File: config.mk
export PLATFORM = sky130hd
export DESIGN_NAME = point_affine_transform
export DESIGN_NICKNAME = d
export VERILOG_FILES = /design/src/pat_pkg.sv /design/src/point_affine_transform.sv /design/src/pat_pipe.sv
export SDC_FILE = /design/constraint.sdc
export NUM_CORES = 2
export LEC_CHECK = 0
export ABC_AREA = 1
export BUFFER_PORTS_ARGS = -buffer_cell sky130_fd_sc_hd__buf_2
export CELL_PAD_IN_SITES_DETAIL_PLACEMENT = 0
export CELL_PAD_IN_SITES_GLOBAL_PLACEMENT = 1
export CORE_AREA = 5 5 536 273
export DETAILED_ROUTE_END_ITERATION = 8
export DIE_AREA = 0 0 541 278
export PLACE_DENSITY_LB_ADDON = 0.1
export SLEW_MARGIN = 5
export SYNTH_ARGS = -nofsm -noshare
export SYNTH_HDL_FRONTEND = slang
export SYNTH_HIERARCHICAL = 1
export SYNTH_SLANG_ARGS = --single-unit
File: constraint.sdc
create_clock -name clk -period 24 [get_ports clk]
set_input_delay 2.4 -clock clk [delete_from_list [all_inputs] [get_ports clk]]
set_output_delay 2.4 -clock clk [all_outputs]
set_load 0.02 [all_outputs]
File: src/pat_pkg.sv
// ---------------------------------------------------------------------------
// pat_pkg
// Shared types and constants for the point affine transform block.
// ---------------------------------------------------------------------------
package pat_pkg;

  localparam int IMAGE_WIDTH  = 256;
  localparam int IMAGE_HEIGHT = 256;

  // Product and sum widths: 17b operand x 17b coefficient, then one add.
  localparam int PW = 34;
  localparam int SW = PW + 1;

  typedef enum logic [2:0] {
    OP_MIRROR_V  = 3'd0,
    OP_MIRROR_H  = 3'd1,
    OP_ROT_ORIG  = 3'd2,
    OP_ROT_CTR   = 3'd3,
    OP_SHEAR_Y   = 3'd4,
    OP_SHEAR_XY  = 3'd5
  } pat_op_t;

  localparam logic [1:0] REG_COS = 2'd0;
  localparam logic [1:0] REG_SIN = 2'd1;
  localparam logic [1:0] REG_TAN = 2'd2;

  localparam logic signed [15:0] COS_RESET = 16'sd16384;
  localparam logic signed [15:0] SIN_RESET = 16'sd0;
  localparam logic signed [15:0] TAN_RESET = 16'sd2365;

  // Coefficient registers handed to the datapath.
  typedef struct packed {
    logic signed [15:0] cos_q;
    logic signed [15:0] sin_q;
    logic signed [15:0] tan_q;
  } pat_coef_t;

endpackage

File: src/point_affine_transform.sv
// ---------------------------------------------------------------------------
// point_affine_transform
// Mirror, rotate and shear of one 16-bit integer point per beat.
// ---------------------------------------------------------------------------
// Takes one point per clock and returns the transformed point; throughput
// is one beat per cycle while the output is not stalled. Each of the five
// stages (select, multiply, sum, truncate, center add and saturate) holds
// its beat independently so a stalled output only backs up the stages
// that are full. Cos and sin are Q2.14, tan is Q4.12; fixed-point results
// truncate toward zero and saturate to 16 bits with the overflow flag set.
// Coefficients are written through the cfg port (index 0 cos, 1 sin, 2 tan,
// others ignored), which is always ready; write them only while idle.
// ---------------------------------------------------------------------------
module point_affine_transform
  import pat_pkg::*;
(
  input  logic               clk,
  input  logic               rst,
  input  logic               cfg_valid,
  output logic               cfg_ready,
  input  logic [1:0]         cfg_index,
  input  logic [15:0]        cfg_data,
  input  logic               in_valid,
  output logic               in_ready,
  input  logic [2:0]         opcode,
  input  logic signed [15:0] x_in,
  input  logic signed [15:0] y_in,
  output logic               out_valid,
  input  logic               out_ready,
  output logic signed [15:0] x_out,
  output logic signed [15:0] y_out,
  output logic               overflow
);

  pat_coef_t coef;

  assign cfg_ready = 1'b1;

  always_ff @(posedge clk) begin
    if (rst) begin
      coef.cos_q <= COS_RESET;
      coef.sin_q <= SIN_RESET;
      coef.tan_q <= TAN_RESET;
    end else if (cfg_valid) begin
      case (cfg_index)
        REG_COS: coef.cos_q <= cfg_data;
        REG_SIN: coef.sin_q <= cfg_data;
        REG_TAN: coef.tan_q <= cfg_data;
        default: coef.tan_q <= coef.tan_q;
      endcase
    end
  end

  pat_pipe u_pipe (
    .clk       (clk),
    .rst       (rst),
    .coef      (coef),
    .in_valid  (in_valid),
    .in_ready  (in_ready),
    .opcode    (opcode),
    .x_in      (x_in),
    .y_in      (y_in),
    .out_valid (out_valid),
    .out_ready (out_ready),
    .x_out     (x_out),
    .y_out     (y_out),
    .overflow  (overflow)
  );

endmodule

File: src/pat_pipe.sv
// ---------------------------------------------------------------------------
// pat_pipe
// Five-stage transform datapath: operand select, multiply, sum, truncate,
// center add and saturate. Per-stage valid bits with local ready.
// ---------------------------------------------------------------------------
module pat_pipe
  import pat_pkg::*;
(
  input  logic               clk,
  input  logic               rst,
  input  pat_coef_t          coef,
  input  logic               in_valid,
  output logic               in_ready,
  input  logic [2:0]         opcode,
  input  logic signed [15:0] x_in,
  input  logic signed [15:0] y_in,
  output logic               out_valid,
  input  logic               out_ready,
  output logic signed [15:0] x_out,
  output logic signed [15:0] y_out,
  output logic               overflow
);

  localparam logic signed [16:0] CX17   = 17'(IMAGE_WIDTH / 2);
  localparam logic signed [16:0] CY17   = 17'(IMAGE_HEIGHT / 2);
  localparam logic signed [17:0] WM1    = 18'(IMAGE_WIDTH - 1);
  localparam logic signed [17:0] HM1    = 18'(IMAGE_HEIGHT - 1);
  localparam logic signed [SW-1:0] CXS  = SW'(IMAGE_WIDTH / 2);
  localparam logic signed [SW-1:0] CYS  = SW'(IMAGE_HEIGHT / 2);
  localparam logic signed [SW-1:0] M14  = SW'((1 << 14) - 1);
  localparam logic signed [SW-1:0] M12  = SW'((1 << 12) - 1);
  localparam logic signed [SW-1:0] SMAX = SW'(32767);
  localparam logic signed [SW-1:0] SMIN = -SW'(32768);
  localparam logic signed [16:0] ONE12  = 17'sd4096;

  // ---------------- stage 1: operand and coefficient select ----------------
  logic signed [16:0] a_next, b_next, c0_next, c1_next, c2_next, c3_next;
  logic signed [17:0] dirx_next, diry_next;
  logic mulx_next, muly_next, f14_next, cen_next;
  logic signed [16:0] xe, ye, dx, dy, cos_e, sin_e, tan_e;

  always_comb begin
    xe    = {x_in[15], x_in};
    ye    = {y_in[15], y_in};
    dx    = xe - CX17;
    dy    = ye - CY17;
    cos_e = {coef.cos_q[15], coef.cos_q};
    sin_e = {coef.sin_q[15], coef.sin_q};
    tan_e = {coef.tan_q[15], coef.tan_q};
    a_next    = xe;
    b_next    = ye;
    c0_next   = cos_e;
    c1_next   = sin_e;
    c2_next   = sin_e;
    c3_next   = cos_e;
    dirx_next = {xe[16], xe};
    diry_next = {ye[16], ye};
    mulx_next = 1'b0;
    muly_next = 1'b0;
    f14_next  = 1'b1;
    cen_next  = 1'b0;
    // x = a*c0 - b*c1, y = a*c2 + b*c3
    case (pat_op_t'(opcode))
      OP_MIRROR_V: begin
        diry_next = HM1 - {ye[16], ye};
      end
      OP_MIRROR_H: begin
        dirx_next = WM1 - {xe[16], xe};
      end
      OP_ROT_ORIG: begin
        mulx_next = 1'b1;
        muly_next = 1'b1;
      end
      OP_ROT_CTR: begin
        a_next    = dx;
        b_next    = dy;
        mulx_next = 1'b1;
        muly_next = 1'b1;
        cen_next  = 1'b1;
      end
      OP_SHEAR_Y: begin
        a_next    = dx;
        b_next    = dy;
        c2_next   = tan_e;
        c3_next   = ONE12;
        muly_next = 1'b1;
        f14_next  = 1'b0;
        cen_next  = 1'b1;
      end
      OP_SHEAR_XY: begin
        a_next    = dx;
        b_next    = dy;
        c0_next   = ONE12;
        c1_next   = -tan_e;
        c2_next   = tan_e;
        c3_next   = ONE12;
        mulx_next = 1'b1;
        muly_next = 1'b1;
        f14_next  = 1'b0;
        cen_next  = 1'b1;
      end
      default: begin
        // unused codes pass the point through
        mulx_next = 1'b0;
      end
    endcase
  end

  // ---------------- stage registers ----------------
  logic v1, v2, v3, v4;
  logic rdy1, rdy2, rdy3, rdy4, rdy5;

  assign rdy5     = !out_valid || out_ready;
  assign rdy4     = !v4 || rdy5;
  assign rdy3     = !v3 || rdy4;
  assign rdy2     = !v2 || rdy3;
  assign rdy1     = !v1 || rdy2;
  assign in_ready = rdy1;

  logic signed [16:0] a1, b1, c0_1, c1_1, c2_1, c3_1;
  logic signed [17:0] dirx1, diry1, dirx2, diry2, dirx3, diry3, dirx4, diry4;
  logic mulx1, muly1, f14_1, cen1;
  logic mulx2, muly2, f14_2, cen2;
  logic mulx3, muly3, f14_3, cen3;
  logic mulx4, muly4, cen4;
  logic signed [PW-1:0] m0, m1, m2, m3;
  logic signed [SW-1:0] xs, ys, xt, yt;

  always_ff @(posedge clk) begin
    if (rst) begin
      v1 <= 1'b0;
      v2 <= 1'b0;
      v3 <= 1'b0;
      v4 <= 1'b0;
      out_valid <= 1'b0;
    end else begin
      if (rdy1) v1 <= in_valid;
      if (rdy2) v2 <= v1;
      if (rdy3) v3 <= v2;
      if (rdy4) v4 <= v3;
      if (rdy5) out_valid <= v4;
    end
  end

  // stage 1
  always_ff @(posedge clk) begin
    if (rdy1 && in_valid) begin
      a1    <= a_next;
      b1    <= b_next;
      c0_1  <= c0_next;
      c1_1  <= c1_next;
      c2_1  <= c2_next;
      c3_1  <= c3_next;
      dirx1 <= dirx_next;
      diry1 <= diry_next;
      mulx1 <= mulx_next;
      muly1 <= muly_next;
      f14_1 <= f14_next;
      cen1  <= cen_next;
    end
  end

  // stage 2: four products
  always_ff @(posedge clk) begin
    if (rdy2 && v1) begin
      m0    <= a1 * c0_1;
      m1    <= b1 * c1_1;
      m2    <= a1 * c2_1;
      m3    <= b1 * c3_1;
      dirx2 <= dirx1;
      diry2 <= diry1;
      mulx2 <= mulx1;
      muly2 <= muly1;
      f14_2 <= f14_1;
      cen2  <= cen1;
    end
  end

  // stage 3: sums
  always_ff @(posedge clk) begin
    if (rdy3 && v2) begin
      xs    <= SW'(m0) - SW'(m1);
      ys    <= SW'(m2) + SW'(m3);
      dirx3 <= dirx2;
      diry3 <= diry2;
      mulx3 <= mulx2;
      muly3 <= muly2;
      f14_3 <= f14_2;
      cen3  <= cen2;
    end
  end

  // stage 4: shift right, rounding toward zero (bias negatives first)
  logic signed [SW-1:0] mask3, xb, yb;

  always_comb begin
    mask3 = f14_3 ? M14 : M12;
    xb    = xs + (xs[SW-1] ? mask3 : '0);
    yb    = ys + (ys[SW-1] ? mask3 : '0);
  end

  always_ff @(posedge clk) begin
    if (rdy4 && v3) begin
      xt    <= f14_3 ? (xb >>> 14) : (xb >>> 12);
      yt    <= f14_3 ? (yb >>> 14) : (yb >>> 12);
      dirx4 <= dirx3;
      diry4 <= diry3;
      mulx4 <= mulx3;
      muly4 <= muly3;
      cen4  <= cen3;
    end
  end

  // stage 5: center add, select, saturate into the output register
  logic signed [SW-1:0] xr, yr;
  logic signed [15:0]   xsat, ysat;
  logic                 xovf, yovf;

  always_comb begin
    xr = mulx4 ? (xt + (cen4 ? CXS : '0)) : SW'(dirx4);
    yr = muly4 ? (yt + (cen4 ? CYS : '0)) : SW'(diry4);
    xovf = 1'b1;
    yovf = 1'b1;
    if (xr > SMAX)      xsat = 16'sh7fff;
    else if (xr < SMIN) xsat = -16'sh8000;
    else begin
      xsat = xr[15:0];
      xovf = 1'b0;
    end
    if (yr > SMAX)      ysat = 16'sh7fff;
    else if (yr < SMIN) ysat = -16'sh8000;
    else begin
      ysat = yr[15:0];
      yovf = 1'b0;
    end
  end

  always_ff @(posedge clk) begin
    if (rdy5 && v4) begin
      x_out    <= xsat;
      y_out    <= ysat;
      overflow <= xovf || yovf;
    end
  end

endmodule

==> summary.txt <==
STA
  • FMAX: 143 MHz
  • Rel. slew slack: 0.245
  • Slew of the pin with the lowest slew margin: 1.13 ns
  • Final Critical Period: 6.98 ns
  • Max Slew Vio Count: 0
  • Hold Fails Final Rpt: 0
  • Hold slack: 0.399 ns
  • Unrepaired setup endpoints after global routing: no
  • Final Cycle Share: 0.291
  • Total negative slack: 0 ns
  • Clk_skew: 0.0990 ns
  • Setup-failing EPs final: 0

Yosys
  • Synthesized net count: 10200
  • Synth area leader: fa_1
  • Post-Syn Area per Cell: 8.50 um^2
  • Top cells by area, synth: fa_1 (31%), edfxtp_1 (22%), inv_1 (12%)
  • Synth Instances: 8592
  • Most frequent cell after synthesis: inv_1
  • Mapped Area: 73000 um^2
  • Top-area cell type share of the netlist area: 0.314
  • Top FF cell, synth: edfxtp_1
  • #FFs+latches synth: 586
  • Yosys cell types: 58
  • Most frequent cells after synthesis: inv_1 (2281), nand2_1 (2068), fa_1 (1147), edfxtp_1 (533), ha_1 (442)
  • Seq/Total Area, Yosys: 0.234
  • EDFF count, synth: 533
  • Yosys Warn Count: 6
  • Async set-or-reset flop fraction in the synthesized netlist: 0

Detailed routing
  • Drc violations: 0
  • Vias per cell: 5.30
  • Wirelength, routed: 229000 um
  • Wl on met1: 116000 um
  • Metal2 WL: 79400 um
  • DR pass1 iterations: 6
  • Detailed Route Iter0 Violations: 6292
  • Via count: 55500
  • WL per Instance: 21.9 um
  • Antenna Nets Post-Route: 0
  • Met3 routed WL: 31100 um
  • Uppermost layer routed: met5

Worst setup path
  • R2R cell count: 18
  • CP most frequent cell: fa_1
  • Crit path cell chain: inv_1 > nor2_1 > fa_1 > fa_1 > fa_1 > fa_1 > fa_1 > inv_1 > fa_1 > inv_1 > ha_1 > a21oi_1 > o21ai_0 > a21oi_1 > nand3_1 > nand2_1 > nand2_1 > xor2_1
  • Crit. End Element: flop
  • Slowest-stage cell, CP: edfxtp_1
  • WP buf/inv: 3
  • Largest delay contributor family on the critical path: adder cells
  • Critical Path RT: 24.44 ns
  • Critical path launch point type: flop
  • Critical path class: flop to flop
  • CP peak stage delay: 0.88 ns
  • Critical Path AT: 7.42 ns
  • Instance count on the critical path: 18
  • Max FO, Critical Path: 21

Floorplanning
  • Chip Width: 541 um
  • # rows: 98
  • Die Ht: 278 um
  • Core footprint: 142000 um^2
  • Initial Util: 0.516
  • Die ar.: 150000 um^2
  • # IOs: 94

Min path
  • Hold Crit Class: flop to flop
  • Hold depth: 2

Layout
  • NumNets Final: 10200
  • Fin util: 0.546
  • Synthesis-to-layout area growth: 5.84%
  • Fin area: 77300 um^2
  • Share of layout cells above drive strength 1: 0.0416

Clock network
  • Clk slew on worst S/H paths: 0.08 ns
  • Sink Count: 586
  • Post-CTS Setup Bufs: 0
  • Post-CTS Hold Buffers: 0
  • Clk Latency, worst-skew pair: 0.71 ns
  • Clock root buffer: clkbuf_16
  • CTS tree: built
  • Cts repair resizes: 0
  • H-tree depth: 2
  • CTS buffer count: 60
  • Max clock buf depth: 3

Place
  • PortBufs: 92
  • Gp weighted congestion: 0.936
  • Area post-placement: 75300 um^2
  • DP Wirelength: 188000 um

Global routing
  • First-pass GRT wire length: 350000 um
  • Largest net degree at the start of global routing: 156
  • Number of global-route vias before repair: 54400
  • Grt ovf: 0
  • Initial antenna violation count: 8
  • GRT Total Usage: 0.309

Status
  • Status: finished, final reports clean

Flow run
  • Max cap viols: 0
[flip-flops by register name, summed over array words and instances (netlist names), 23 cells and up]
name / flops
coef: 48
u_pipe/ys: 35
u_pipe/m2: 34
u_pipe/xs: 35
u_pipe/yt: 23
u_pipe/m1: 34
u_pipe/m0: 33
u_pipe/xt: 23
u_pipe/m3: 33
[stage by stage]
stage / instances / worst slack, ns
CTS: 10500 / 17.11
finish: 10500 / 17.02
global route: 10500 / 16.69
global placement: 10400 / 17.05
floorplan: 8592 / 13.33
detailed placement: 10400 / 17.08
[placed cells by master, fill, tap and decap left out, types with 18 or more instances in the layout]
master,synthesis,layout
inv_1,2281,2279
nand2_1,2068,2068
fa_1,1147,1147
edfxtp_1,533,533
ha_1,442,441
nor2_1,439,435
a21oi_1,262,262
nand3_1,228,228
o21ai_0,193,193
xor2_1,175,175
buf_2,16,92
xnor2_1,91,91
buf_4,2,79
nand4_1,61,61
clkbuf_16,0,60
dfxtp_1,53,53
nor3_1,52,50
o21bai_1,33,33
a21o_1,26,26
a31oi_1,25,25
nand2_2,21,21
nor4_1,18,18
[final cells by class]
cell class,count,area [um^2]
multi-input combinational,5407,46200
antenna,1,2.50
tap,1900,2380
inverter,2290,8600
fill,13300,64200
sequential,586,17100
clock buffer,68,1560
clock inverter,43,440
timing repair buffer,173,1090
[worst reg2reg max path, stage by stage, from the launching register on]
cell and delay, ns:
edfxtp_1 0.88, inv_1 0.59, nor2_1 0.29, fa_1 0.45
fa_1 0.52, fa_1 0.56, fa_1 0.53, fa_1 0.55
inv_1 0.05, fa_1 0.56, inv_1 0.07, ha_1 0.39
a21oi_1 0.29, o21ai_0 0.16, a21oi_1 0.33, nand3_1 0.22
nand2_1 0.10, nand2_1 0.06, xor2_1 0.14
[cells by family after synthesis]
kind of cell	Yosys count	synth area share
muxes	9	0.00139
and+or+nand+nor	2935	0.161
adders and majority gates	1589	0.390
other	1	0.0000514
buffers and inverters	2599	0.135
AOI/OAI and AO/OA	607	0.0466
DFF	586	0.234
xor gates and xnor gates	266	0.0319
[final timing paths]
path / startpoint / endpoint / slack, ns
setup / recovery: u_pipe/c2_1[15] / u_pipe/m2[28] / 17.02
hold / removal: u_pipe/v3 / u_pipe/v4 / 0.40
setup reg to reg: u_pipe/c2_1[15] / u_pipe/m2[28] / 17.02
hold reg to reg: u_pipe/v3 / u_pipe/v4 / 0.40
[per-layer routing]
layer  up-vias  track usage
li1      25300            -
met1     27300        0.535
met2      2728        0.367
met3       149        0.106
met4        10       0.0282
met5         -      0.00959
Power is not shown: default switching activity piles up to over one toggle a cycle in this logic, so the estimate is an artifact.
